$ cat config.mk
export PLATFORM = sky130hd
export DESIGN_NAME = dlfb_ctrl
export DESIGN_NICKNAME = d
export VERILOG_FILES = /design/src/rtl/core/dlfb_pkg.sv /design/src/rtl/core/dlfb_ctrl.sv
export SDC_FILE = /design/constraint.sdc
export NUM_CORES = 1
export LEC_CHECK = 0
export BUFFER_PORTS_ARGS = -buffer_cell sky130_fd_sc_hd__clkbuf_2
export CORE_MARGIN = 2
export CORE_UTILIZATION = 50
export DETAILED_ROUTE_END_ITERATION = 6
export PLACE_DENSITY_LB_ADDON = 0.25
export SLEW_MARGIN = 20
export SYNTH_ARGS = -nofsm -noshare
export SYNTH_HDL_FRONTEND = slang
export SYNTH_SLANG_ARGS = --single-unit
$ cat constraint.sdc
create_clock -name clk -period 6.65 [get_ports clk]
set_clock_uncertainty 0.2 [all_clocks]
set_input_delay 0.9975 -clock clk [delete_from_list [all_inputs] [get_ports clk]]
set_output_delay 0.9975 -clock clk [all_outputs]
set_load 0.01 [all_outputs]
$ cat src/rtl/core/dlfb_pkg.sv
// Shared constants, types and helpers of the dense layer forward/backward block.
package dlfb_pkg;

  localparam int MAX_IN    = 16;
  localparam int MAX_OUT   = 16;
  localparam int MAX_BATCH = 8;

  localparam int IDX_W  = 4;
  localparam int SMP_W  = 3;
  localparam int VAL_W  = 16;
  localparam int PROD_W = 32;
  localparam int ACC_W  = 40;
  localparam int SZ_W   = 5;
  localparam int BS_W   = 4;
  localparam int DIV_W  = 43;
  localparam int CNT_W  = 6;

  localparam int W_DEPTH = MAX_OUT * MAX_IN;
  localparam int X_DEPTH = MAX_BATCH * MAX_IN;

  localparam logic [2:0] CMD_WR_W = 3'd0;
  localparam logic [2:0] CMD_WR_B = 3'd1;
  localparam logic [2:0] CMD_FWD  = 3'd2;
  localparam logic [2:0] CMD_BWD  = 3'd3;
  localparam logic [2:0] CMD_RD_W = 3'd4;
  localparam logic [2:0] CMD_RD_B = 3'd5;

  localparam logic [1:0] KIND_FWD = 2'd0;
  localparam logic [1:0] KIND_DX  = 2'd1;
  localparam logic [1:0] KIND_WG  = 2'd2;
  localparam logic [1:0] KIND_BG  = 2'd3;

  typedef enum logic [2:0] {OP_FWD, OP_BWD, OP_WGR, OP_RDW, OP_RDB} op_t;

  typedef struct packed {
    logic             valid;
    op_t              op;
    logic [IDX_W-1:0] j;
    logic [IDX_W-1:0] k;
    logic [SMP_W-1:0] smp;
    logic             first;
    logic             last;
    logic             lastrun;
    logic             bupd;
    logic             zero;
    logic [IDX_W-1:0] idx;
    logic             wr_w;
    logic             wr_b;
    logic             wr_x;
    logic             wr_g;
  } dp_cmd_t;

  typedef struct packed {
    logic div_busy;
    logic div_done;
  } dp_sts_t;

  localparam logic signed [DIV_W-1:0] SAT_HI = 32767;
  localparam logic signed [DIV_W-1:0] SAT_LO = -32768;

  function automatic logic signed [VAL_W-1:0] sat16(input logic signed [DIV_W-1:0] v);
    logic signed [DIV_W-1:0] c;
    c = v;
    if (v > SAT_HI) c = SAT_HI;
    if (v < SAT_LO) c = SAT_LO;
    return c[VAL_W-1:0];
  endfunction

endpackage

$ cat src/rtl/core/dlfb_ctrl.sv
// Sequencer of the dense layer: decodes commands and walks the product loops.
module dlfb_ctrl (
  input  logic                     clk,
  input  logic                     rst_n,
  input  logic                     start,
  input  logic [2:0]               in_cmd,
  input  logic [3:0]               in_row,
  input  logic [3:0]               in_col,
  input  logic [2:0]               in_sample,
  input  logic [dlfb_pkg::SZ_W-1:0] in_size,
  input  logic [dlfb_pkg::SZ_W-1:0] out_size,
  input  dlfb_pkg::dp_sts_t        sts,
  output logic                     busy,
  output dlfb_pkg::dp_cmd_t        cmd
);

  typedef enum logic [2:0] {S_IDLE, S_FWD, S_BWD, S_WGR, S_READ, S_DIV, S_DRAIN} state_t;

  state_t state_r, state_nxt;
  logic [3:0] o_r, o_nxt, i_r, i_nxt;
  logic [2:0] smp_r, smp_nxt;
  logic [3:0] rd_j_r, rd_j_nxt, rd_k_r, rd_k_nxt;
  logic       rd_zero_r, rd_zero_nxt;
  dlfb_pkg::op_t rd_op_r, rd_op_nxt;
  logic [1:0] drain_r, drain_nxt;
  logic       busy_r, busy_nxt;

  logic [dlfb_pkg::SZ_W-1:0] ni, no, ni_m1w, no_m1w;
  logic [3:0] ni_m1, no_m1;
  logic accept;

  // Sizes of zero act as one and sizes beyond the array act as its depth.
  always_comb begin
    ni = in_size;
    if (in_size == '0) ni = dlfb_pkg::SZ_W'(1);
    else if (in_size > dlfb_pkg::SZ_W'(dlfb_pkg::MAX_IN)) ni = dlfb_pkg::SZ_W'(dlfb_pkg::MAX_IN);
    no = out_size;
    if (out_size == '0) no = dlfb_pkg::SZ_W'(1);
    else if (out_size > dlfb_pkg::SZ_W'(dlfb_pkg::MAX_OUT)) no = dlfb_pkg::SZ_W'(dlfb_pkg::MAX_OUT);
  end

  assign ni_m1w = ni - dlfb_pkg::SZ_W'(1);
  assign no_m1w = no - dlfb_pkg::SZ_W'(1);
  assign ni_m1  = ni_m1w[3:0];
  assign no_m1  = no_m1w[3:0];
  assign accept = start && !busy_r;
  assign busy   = busy_r;

  always_comb begin
    state_nxt   = state_r;
    o_nxt       = o_r;
    i_nxt       = i_r;
    smp_nxt     = smp_r;
    rd_j_nxt    = rd_j_r;
    rd_k_nxt    = rd_k_r;
    rd_zero_nxt = rd_zero_r;
    rd_op_nxt   = rd_op_r;
    drain_nxt   = drain_r;
    cmd         = '0;
    cmd.op      = dlfb_pkg::OP_FWD;
    cmd.smp     = smp_r;
    unique case (state_r)
      S_IDLE: begin
        if (accept) begin
          case (in_cmd)
            dlfb_pkg::CMD_WR_W: cmd.wr_w = 1'b1;
            dlfb_pkg::CMD_WR_B: cmd.wr_b = 1'b1;
            dlfb_pkg::CMD_FWD: begin
              if ({1'b0, in_col} < ni) begin
                cmd.wr_x = 1'b1;
                if (in_col == ni_m1) begin
                  state_nxt = S_FWD;
                  o_nxt     = '0;
                  i_nxt     = '0;
                  smp_nxt   = in_sample;
                end
              end
            end
            dlfb_pkg::CMD_BWD: begin
              if ({1'b0, in_row} < no) begin
                cmd.wr_g = 1'b1;
                if (in_row == no_m1) begin
                  state_nxt = S_BWD;
                  o_nxt     = '0;
                  i_nxt     = '0;
                  smp_nxt   = in_sample;
                end
              end
            end
            dlfb_pkg::CMD_RD_W: begin
              state_nxt   = S_READ;
              rd_op_nxt   = dlfb_pkg::OP_RDW;
              rd_j_nxt    = in_row;
              rd_k_nxt    = in_col;
              rd_zero_nxt = !(({1'b0, in_row} < no) && ({1'b0, in_col} < ni));
            end
            dlfb_pkg::CMD_RD_B: begin
              state_nxt   = S_READ;
              rd_op_nxt   = dlfb_pkg::OP_RDB;
              rd_j_nxt    = in_row;
              rd_k_nxt    = in_row;
              rd_zero_nxt = !({1'b0, in_row} < no);
            end
            default: ;
          endcase
        end
      end
      S_FWD: begin
        cmd.valid   = 1'b1;
        cmd.op      = dlfb_pkg::OP_FWD;
        cmd.j       = o_r;
        cmd.k       = i_r;
        cmd.idx     = o_r;
        cmd.first   = (i_r == '0);
        cmd.last    = (i_r == ni_m1);
        cmd.lastrun = (o_r == no_m1);
        if (i_r == ni_m1) begin
          i_nxt = '0;
          if (o_r == no_m1) begin
            state_nxt = S_DRAIN;
            drain_nxt = 2'd2;
          end else begin
            o_nxt = o_r + 4'd1;
          end
        end else begin
          i_nxt = i_r + 4'd1;
        end
      end
      S_BWD: begin
        cmd.valid   = 1'b1;
        cmd.op      = dlfb_pkg::OP_BWD;
        cmd.j       = i_r;
        cmd.k       = o_r;
        cmd.idx     = o_r;
        cmd.first   = (i_r == '0);
        cmd.last    = (i_r == no_m1);
        cmd.lastrun = (o_r == ni_m1);
        if (i_r == no_m1) begin
          i_nxt = '0;
          if (o_r == ni_m1) begin
            state_nxt = S_WGR;
            o_nxt     = '0;
          end else begin
            o_nxt = o_r + 4'd1;
          end
        end else begin
          i_nxt = i_r + 4'd1;
        end
      end
      S_WGR: begin
        cmd.valid = 1'b1;
        cmd.op    = dlfb_pkg::OP_WGR;
        cmd.j     = o_r;
        cmd.k     = i_r;
        cmd.bupd  = (i_r == '0);
        if (i_r == ni_m1) begin
          i_nxt = '0;
          if (o_r == no_m1) begin
            state_nxt = S_DRAIN;
            drain_nxt = 2'd2;
          end else begin
            o_nxt = o_r + 4'd1;
          end
        end else begin
          i_nxt = i_r + 4'd1;
        end
      end
      S_READ: begin
        cmd.valid   = 1'b1;
        cmd.op      = rd_op_r;
        cmd.j       = rd_j_r;
        cmd.k       = rd_k_r;
        cmd.idx     = rd_k_r;
        cmd.zero    = rd_zero_r;
        cmd.last    = 1'b1;
        cmd.lastrun = 1'b1;
        state_nxt   = S_DIV;
      end
      S_DIV: begin
        if (sts.div_done) state_nxt = S_IDLE;
      end
      S_DRAIN: begin
        if (drain_r == '0) state_nxt = S_IDLE;
        else drain_nxt = drain_r - 2'd1;
      end
      default: state_nxt = S_IDLE;
    endcase
    busy_nxt = (state_nxt != S_IDLE);
  end

  always_ff @(posedge clk) begin
    if (!rst_n) begin
      state_r <= S_IDLE;
      busy_r  <= 1'b0;
      drain_r <= '0;
    end else begin
      state_r <= state_nxt;
      busy_r  <= busy_nxt;
      drain_r <= drain_nxt;
    end
    o_r       <= o_nxt;
    i_r       <= i_nxt;
    smp_r     <= smp_nxt;
    rd_j_r    <= rd_j_nxt;
    rd_k_r    <= rd_k_nxt;
    rd_zero_r <= rd_zero_nxt;
    rd_op_r   <= rd_op_nxt;
  end

endmodule

==> results of run 1 <==
-- flip-flops by register name (all words and copies together) (netlist names) --
name and cells:
drain_r 2, state_r 3, rd_k_r 4, i_r 4
rd_op_r 2, busy 1, rd_zero_r 1, rd_j_r 4
smp_r 3, o_r 4
-- cell type report --
type / instances / area share, %
multi-input cells: 196 / 52.9
flip-flops and latches: 28 / 29.4
repair buffers: 56 / 10.5
inverters: 19 / 2.68
well taps: 52 / 2.45
clock buffers: 4 / 2.07
-- path summary, 6_finish.rpt --
| path | from | endpoint | slack [ps] | depth (start not counted) |
|---|---|---|---|---|
| worst max register to register | state_r[0] | o_r[1] | 4000 | 4 |
| worst min register to register | drain_r[1] | drain_r[1] | 280 | 2 |
| worst max-delay path | in_size[1] | cmd[10] | 2310 | 10 |
| worst min-delay path | drain_r[1] | drain_r[1] | 280 | 2 |
-- cells in the final DEF, fill, tap and decap left out, types with 3 or more instances in the layout --
master,count
edfxtp_1,22
nor3_1,8
ha_1,15
xnor2_1,23
nor2b_1,5
xor2_1,4
a22oi_1,10
and3_1,3
nor2_1,19
nand2b_1,5
o21bai_1,3
inv_1,19
clkbuf_2,56
clkbuf_8,4
mux2_2,3
dfxtp_1,6
nand2_1,28
a21oi_1,7
and2_1,4
o221ai_1,3
nand3_1,7
o21ai_0,10
-- Yosys cell counts (all sizes together), types with 7 or more instances --
master	count	area, um2
a21oi	9	60.1
a22oi	10	75.1
clkbuf	13	48.8
edfxtp	22	661
ha	15	188
inv	19	71.3
nand2	28	105
nand3	7	35.0
nor2	19	71.3
nor3	9	56.3
o21ai	12	60.1
xnor2	23	201
-- cells by family after synthesis --
kind of cell | Yosys count | share of synthesized area (%)
compound gates | 53 | 16.8
flops | 28 | 33.7
simple gates | 95 | 22.4
fa+ha+maj | 15 | 8.11
mux | 5 | 2.33
xor+xnor | 28 | 11.2
buf+inv | 33 | 5.41
-- through the flow --
| stage | worst slack [ps] | cell area (um2) | power (mW) |
|---|---|---|---|
| 2_1_floorplan | 2820 | 2310 | 0.277 |
| 3_3_place_gp | 2350 | 2610 | 0.308 |
| 3_5_place_dp | 2340 | 2610 | 0.310 |
| 4_1_cts | 2340 | 2660 | 0.416 |
| 5_1_grt | 2070 | 2660 | 0.436 |
| 6_report | 2310 | 2660 | 0.416 |
-- routing by layer --
| layer | up-vias | global-route usage (%) |
|---|---|---|
| met2 | 62 | 34.8 |
| met4 | 0 | 6.50 |
| met3 | 8 | 1.81 |
| met5 | - | 0 |
| met1 | 952 | 29.8 |
| li1 | 1010 | - |
-- worst min-delay path, stage by stage (launching register included) --
cell	delay, ps
dfxtp_1	310
inv_1	80
a221oi_2	60
-- power by group through the flow --
stage	clock network (mW)	logic [mW]	registers [mW]
floorplan	0	0.0767	0.200
global placement	0	0.100	0.207
detailed placement	0	0.102	0.207
CTS	0.110	0.103	0.203
global route	0.116	0.115	0.205
finish	0.109	0.103	0.204
==> results_dict.tcl, run 1 <==
set metrics [dict create \
    critical_path_required_ps 5450 \
    cts_buffers 3 \
    ys_types 55 \
    io_pins 58 \
    holdWs_ps 279 \
    start_util_pct 52.4 \
    ir_drop_mv 0.0857 \
    holdCritPathClass "reg2reg" \
    diodes 0 \
    endpoint_kind "output port" \
    dp_hpwl_um 4110 \
    antenna_found_initial 0 \
    wl_um 5230 \
    highest_layer "met4" \
    grt_max_degree 28 \
    tightest_slew_ps 869 \
    vias 2032 \
    num_rows 24 \
    arrival_ps 3150 \
    cp-start-kind "input pin" \
    fill_cells 393 \
    slew_viol_final 0 \
    die_h_um 72.0 \
    cts_resized 0 \
    leakagePower_nw 1.10 \
    route.layer.met1.wl_um 2450 \
    combPwrFrac_pct 24.8 \
    drt_iter0_drc 113 \
    via_per_inst 5.72 \
    power_frac_clock_pct 26.3 \
    critPathBufInv 2 \
    fin_crit_ps 4340 \
    cts.clk_slew.worst_paths_ps 100 \
    nNetsFinal 348 \
    met2_wirelength_um 2470 \
    syn_area_um2 2310 \
    synth_edf_count 22 \
    power_switching_mw 0.122 \
    cpMaxStageDelayCell "nor4_1" \
    synth_cells 257 \
    ys_seq_area_share_pct 33.7 \
    ys_warn_count 0 \
    worst_slew_margin_rel_pct 42.0 \
    overflow 0 \
    syn_to_final_growth_pct 15.0 \
    final_core_util_pct 60.3 \
    critPathMaxStageDelay_ps 410 \
    grt_pass1_vias 1813 \
    status "finished, final reports clean" \
    track_usage_pct 21.2 \
    finalHoldViolations 0 \
    synthArstFlopShare_pct 0 \
    antenna_left 0 \
    cp_max_fo 4 \
    ys.flop_type "edfxtp_1" \
    cp_cell_sequence "clkbuf_2, nor3_1, o21bai_1, ha_1, xnor2_1, xnor2_1, nor4_1, a22oi_1, o21ai_1, clkbuf_2" \
    cts_tree "yes" \
    post_cts_buffers 0 \
    tns_ps 0 \
    first_pass_iters 4 \
    cellPowerDensity_nw_per_um2 156 \
    crit_family "simple AND/OR/NAND/NOR gates" \
    drive_above_1_share_pct 24.8 \
    cts_buffer_depth 2 \
    clk_latency_ps 280 \
    ys_ff_latch 28 \
    cts_hold_buffers 0 \
    drc 0 \
    wire_per_inst_um 14.7 \
    cts-root-buf "clkbuf_8" \
    wl_met3_um 211 \
    intPower_mw 0.294 \
    grt_pass1_wl_um 8620 \
    p_seq_share_pct 48.9 \
    criticalPathCategory "in2out" \
    htree_levels 1 \
    rsz0062_at_grt "false" \
    fmax_mhz 230 \
    final_cells 355 \
    syn_area_per_cell_um2 9.00 \
    dieWidth_um 72.0 \
    die_area_um2 5190 \
    dp.cells 351 \
    switching_share_pct 29.4 \
    routabilityCongestion 0.831 \
    multiInputGateArea_um2 1410 \
    maxCapViolCount 0 \
    syn-num-nets 301 \
    regArea_um2 781 \
    portBuffers 56 \
    fin_crit_sh_pct 65.3 \
    core-area_um2 4410 \
    setup_viol 0 \
    cts.sinks 28 \
]
(Power assumes the default switching activity.)
==> run 2, diff against run 1 <==
==> constraint.sdc (replaced) <==
create_clock -name clk -period 4.1 [get_ports clk]
set_clock_uncertainty 0.2 [all_clocks]
set_input_delay 0.615 -clock clk [delete_from_list [all_inputs] [get_ports clk]]
set_output_delay 0.615 -clock clk [all_outputs]
set_load 0.01 [all_outputs]
==> run 2 against run 1 <==
Power grew 57%. Setup slack lost 1800 ps. First-iteration DRC count grew 4.4%. Core utilization shrank 0.057 points. Critical endpoint unchanged. Final cell count grew 0.28%. Combinational power grew 63%.
==> results_dict.tcl, run 2 (synthesized netlist as in run 1, its figures left out) <==
set metrics [dict create \
    via_per_inst 5.69 \
    endpoint_kind "output port" \
    htree_levels 1 \
    die_area_um2 5190 \
    grt_pass1_wl_um 8610 \
    final_cell_mix "56 x clkbuf_2, 28 x nand2_1, 23 x xnor2_1" \
    grt_max_degree 28 \
    holdCritPathClass "reg2reg" \
    fmax_mhz 278 \
    final_cells 356 \
    dieWidth_um 72.0 \
    grt_pass1_vias 1883 \
    cts_buffer_depth 2 \
    nNetsFinal 349 \
    criticalPathCategory "in2out" \
    drc 0 \
    rsz0062_at_grt "false" \
    leakagePower_nw 1.10 \
    maxCapViolCount 0 \
    vias 2026 \
    antenna_left 0 \
    worst_slew_margin_rel_pct 40.9 \
    antenna_found_initial 0 \
    cts_hold_buffers 0 \
    wl_um 5210 \
    dp_hpwl_um 4120 \
    wire_per_inst_um 14.6 \
    cp-start-kind "input pin" \
    start_util_pct 52.4 \
    drive_above_1_share_pct 24.7 \
    setup_viol 0 \
    post_cts_buffers 0 \
    diodes 0 \
    routabilityCongestion 0.821 \
    dp_slack_ps 520 \
    status "finished, final reports clean" \
    tns_ps 0 \
    ir_drop_mv 0.146 \
    syn_to_final_growth_pct 14.9 \
    holdWs_ps 278 \
    clk_latency_ps 280 \
    portBuffers 56 \
    num_rows 24 \
    cts.clk_slew.worst_paths_ps 100 \
    cts.sinks 28 \
    slew_viol_final 0 \
    cts_buffers 3 \
    cts-root-buf "clkbuf_8" \
    track_usage_pct 21.0 \
    rrSetupSlack_ps 1490 \
    fin_crit_sh_pct 87.9 \
    arrival_ps 2790 \
    layout_commonest_cell "clkbuf_2" \
    first_pass_iters 4 \
    critical_path_required_ps 3280 \
    cellPowerDensity_nw_per_um2 246 \
    power_mw 0.655 \
    cp_max_fo 4 \
    core-area_um2 4410 \
    overflow 0 \
    cts_tree "yes" \
    drt_iter0_drc 118 \
    io_pins 58 \
    fin_ws_ps 498 \
    finalHoldViolations 0 \
    fin_crit_ps 3600 \
    dp.cells 352 \
    die_h_um 72.0 \
    cts_resized 0 \
    tightest_slew_ps 886 \
]
## run 2: changes by cell type in the layout (fill, tap and decap cells not counted), sizes merged
| cell | before | now |
|---|---|---|
| buf | 0 | 1 |
## run 2: final timing paths
check / from / end / cells after the start
setup / recovery: in_size[1] / cmd[10] / 10
hold / removal: drain_r[1] / drain_r[1] / 2
setup reg to reg: state_r[1] / o_r[1] / 6
hold reg to reg: drain_r[1] / drain_r[1] / 2
## run 2: layout make-up
| cell class | instances | area, um2 |
|---|---|---|
| inverter | 19 | 71.3 |
| tap | 52 | 65.1 |
| multi-input combinational | 196 | 1410 |
| sequential | 28 | 781 |
| timing repair buffer | 57 | 288 |
| clock buffer | 4 | 45.0 |
| fill | 394 | 1760 |
## run 2: worst max-delay path: stages
cell and delay [ps]:
clkbuf_2 90, nor3_1 180, o21bai_1 180, ha_1 270
xnor2_1 380, xnor2_1 140, nor4_1 410, a22oi_1 170
o21ai_1 190, clkbuf_2 160
## run 2: metal layers
layer,global-route usage (%),wire length (um),vias to the layer above
met3,1.81,266,7
met2,34.4,2450,59
met5,0,0,-
li1,-,-,1011
met4,7.97,81,0
met1,29.2,2410,949
## run 2: power breakdown
group	leakage (nW)	internal (mW)	switching, mW
Sequential	0.250	0.316	0.0142
Clock	0.0228	0.0699	0.0865
Combinational	0.824	0.0747	0.0936
## run 2: per-stage QoR
step / cell area [um2] / util, %
floorplan: 2310 / -
global placement: 2610 / 59.2
detailed placement: 2610 / 59.2
CTS: 2660 / 60.2
global route: 2660 / 60.2
finish: 2660 / 60.2
==> run 3, diff against run 2 <==
--- a/config.mk
+++ b/config.mk
@@ -8,8 +8,10 @@
 export BUFFER_PORTS_ARGS = -buffer_cell sky130_fd_sc_hd__clkbuf_2
 export CORE_MARGIN = 2
 export CORE_UTILIZATION = 50
+export CTS_BUF_LIST = sky130_fd_sc_hd__clkbuf_16
 export DETAILED_ROUTE_END_ITERATION = 6
 export PLACE_DENSITY_LB_ADDON = 0.25
+export SKIP_LAST_GASP = 1
 export SLEW_MARGIN = 20
 export SYNTH_ARGS = -nofsm -noshare
 export SYNTH_HDL_FRONTEND = slang
==> run 3 against run 2 <==
Clock power is 44% higher. Final area grew 1.3%. Sequential cell count is the same. Routed wire length rose by 0.12%. Maximum frequency grew 0.20%. Core utilization rose by 0.77 points. Hold slack lost 4.4 ps. Die area is the same. Critical path type unchanged.
==> results_dict.tcl, run 3 (synthesized netlist as in run 1, its figures left out) <==
set metrics [dict create \
    status "finished, final reports clean" \
    cp_max_fo 4 \
    via_per_inst 5.70 \
    cts.sinks 28 \
    dp_hpwl_um 4120 \
    grt_pass1_wl_um 8620 \
    antenna_found_initial 0 \
    cts_resized 0 \
    rsz0062_at_grt "false" \
    fin_crit_ps 3590 \
    cp-start-kind "input pin" \
    critPathMaxStageDelay_ps 410 \
    die_h_um 72.0 \
    setup_viol 0 \
    diodes 0 \
    cp_cell_sequence "clkbuf_2, nor3_1, o21bai_1, ha_1, xnor2_1, xnor2_1, nor4_1, a22oi_1, o21ai_1, clkbuf_2" \
    vias 2030 \
    nNetsFinal 349 \
    htree_levels 1 \
    fmax_mhz 278 \
    tns_ps 0 \
    cts_buffer_depth 2 \
    cts.clk_slew.worst_paths_ps 70 \
    ir_drop_mv 0.170 \
    cts_hold_buffers 0 \
    endpoint_kind "output port" \
    regArea_um2 781 \
    drive_above_1_share_pct 24.7 \
    cellPowerDensity_nw_per_um2 269 \
    holdCritPathClass "reg2reg" \
    grt_max_degree 28 \
    layout_commonest_cell "clkbuf_2" \
    cts-root-buf "clkbuf_16" \
    drc 0 \
    arrival_ps 2780 \
    leakagePower_nw 1.12 \
    track_usage_pct 21.2 \
    finalHoldViolations 0 \
    fill_cells 388 \
    io_pins 58 \
    num_rows 24 \
    slew_viol_final 0 \
    post_cts_buffers 0 \
    core-area_um2 4410 \
    maxCapViolCount 0 \
    grt_pass1_vias 1874 \
    cpMaxStageDelayCell "nor4_1" \
    multiInputGateArea_um2 1410 \
    criticalPathCategory "in2out" \
    clk_latency_ps 260 \
    cts_buffers 3 \
    final_cell_mix "56 x clkbuf_2, 28 x nand2_1, 23 x xnor2_1" \
    tightest_slew_ps 878 \
    wire_per_inst_um 14.7 \
    worst_slew_margin_rel_pct 41.4 \
    fin_crit_sh_pct 87.7 \
    start_util_pct 52.4 \
    overflow 0 \
    wl_um 5220 \
    routabilityCongestion 0.821 \
    portBuffers 56 \
    critical_path_required_ps 3280 \
    dieWidth_um 72.0 \
    cts_tree "yes" \
    die_area_um2 5190 \
    drt_iter0_drc 132 \
    fin_ws_ps 505 \
    dp_slack_ps 520 \
    first_pass_iters 4 \
    syn_to_final_growth_pct 16.3 \
    antenna_left 0 \
]
## run 3: layer usage
layer | track usage [%] | vias to the layer above | part of all wire [%]
li1 | - | 1014 | -
met1 | 29.2 | 961 | 47
met2 | 34.3 | 50 | 47
met3 | 2.64 | 5 | 3.7
met4 | 7.97 | 0 | 1.3
met5 | 0 | - | 0
## run 3: per-stage QoR
stage                     util, %  power (mW)  cell area (um2)  hold WS, ps  cells
final                        61.0       0.724             2690          274    356
after global routing         61.0       0.758             2690          302    356
after CTS                    61.0       0.723             2690          279    356
after detailed placement     59.2       0.504             2610          269    352
after global placement       59.2       0.500             2610          266    352
after floorplan                 -       0.450             2310          252    257
## run 3: worst max-delay path: cells and delay by family
family,cells,cell delay [ps]
and+or+nand+nor,2,590
AOI/OAI and AO/OA,3,530
xor gates and xnor gates,2,520
adders and majority gates,1,270
buffers and inverters,2,250
## run 3: final timing paths
kind / from / end / slack, ps / depth (start not counted)
worst min register to register: drain_r[1] / drain_r[1] / 270 / 2
worst min-delay path: drain_r[1] / drain_r[1] / 270 / 2
worst max register to register: state_r[1] / o_r[2] / 1480 / 6
worst max-delay path: in_size[1] / cmd[10] / 510 / 10
## run 3: area by class of cell
| type | instances | area share (%) |
|---|---|---|
| multi-input combinational | 196 | 52.3 |
| sequential | 28 | 29.0 |
| clock inverter | 1 | 0.139 |
| timing repair buffer | 57 | 10.7 |
| clock buffer | 3 | 2.79 |
| inverter | 19 | 2.65 |
| tap | 52 | 2.42 |
## run 3: power by group
group	total (mW)	leakage (nW)	internal [mW]	switching (mW)
clock network	0.225	0.0423	0.131	0.0945
registers	0.331	0.250	0.316	0.0143
logic	0.168	0.824	0.0747	0.0929
total	0.724	1.12	0.522	0.202
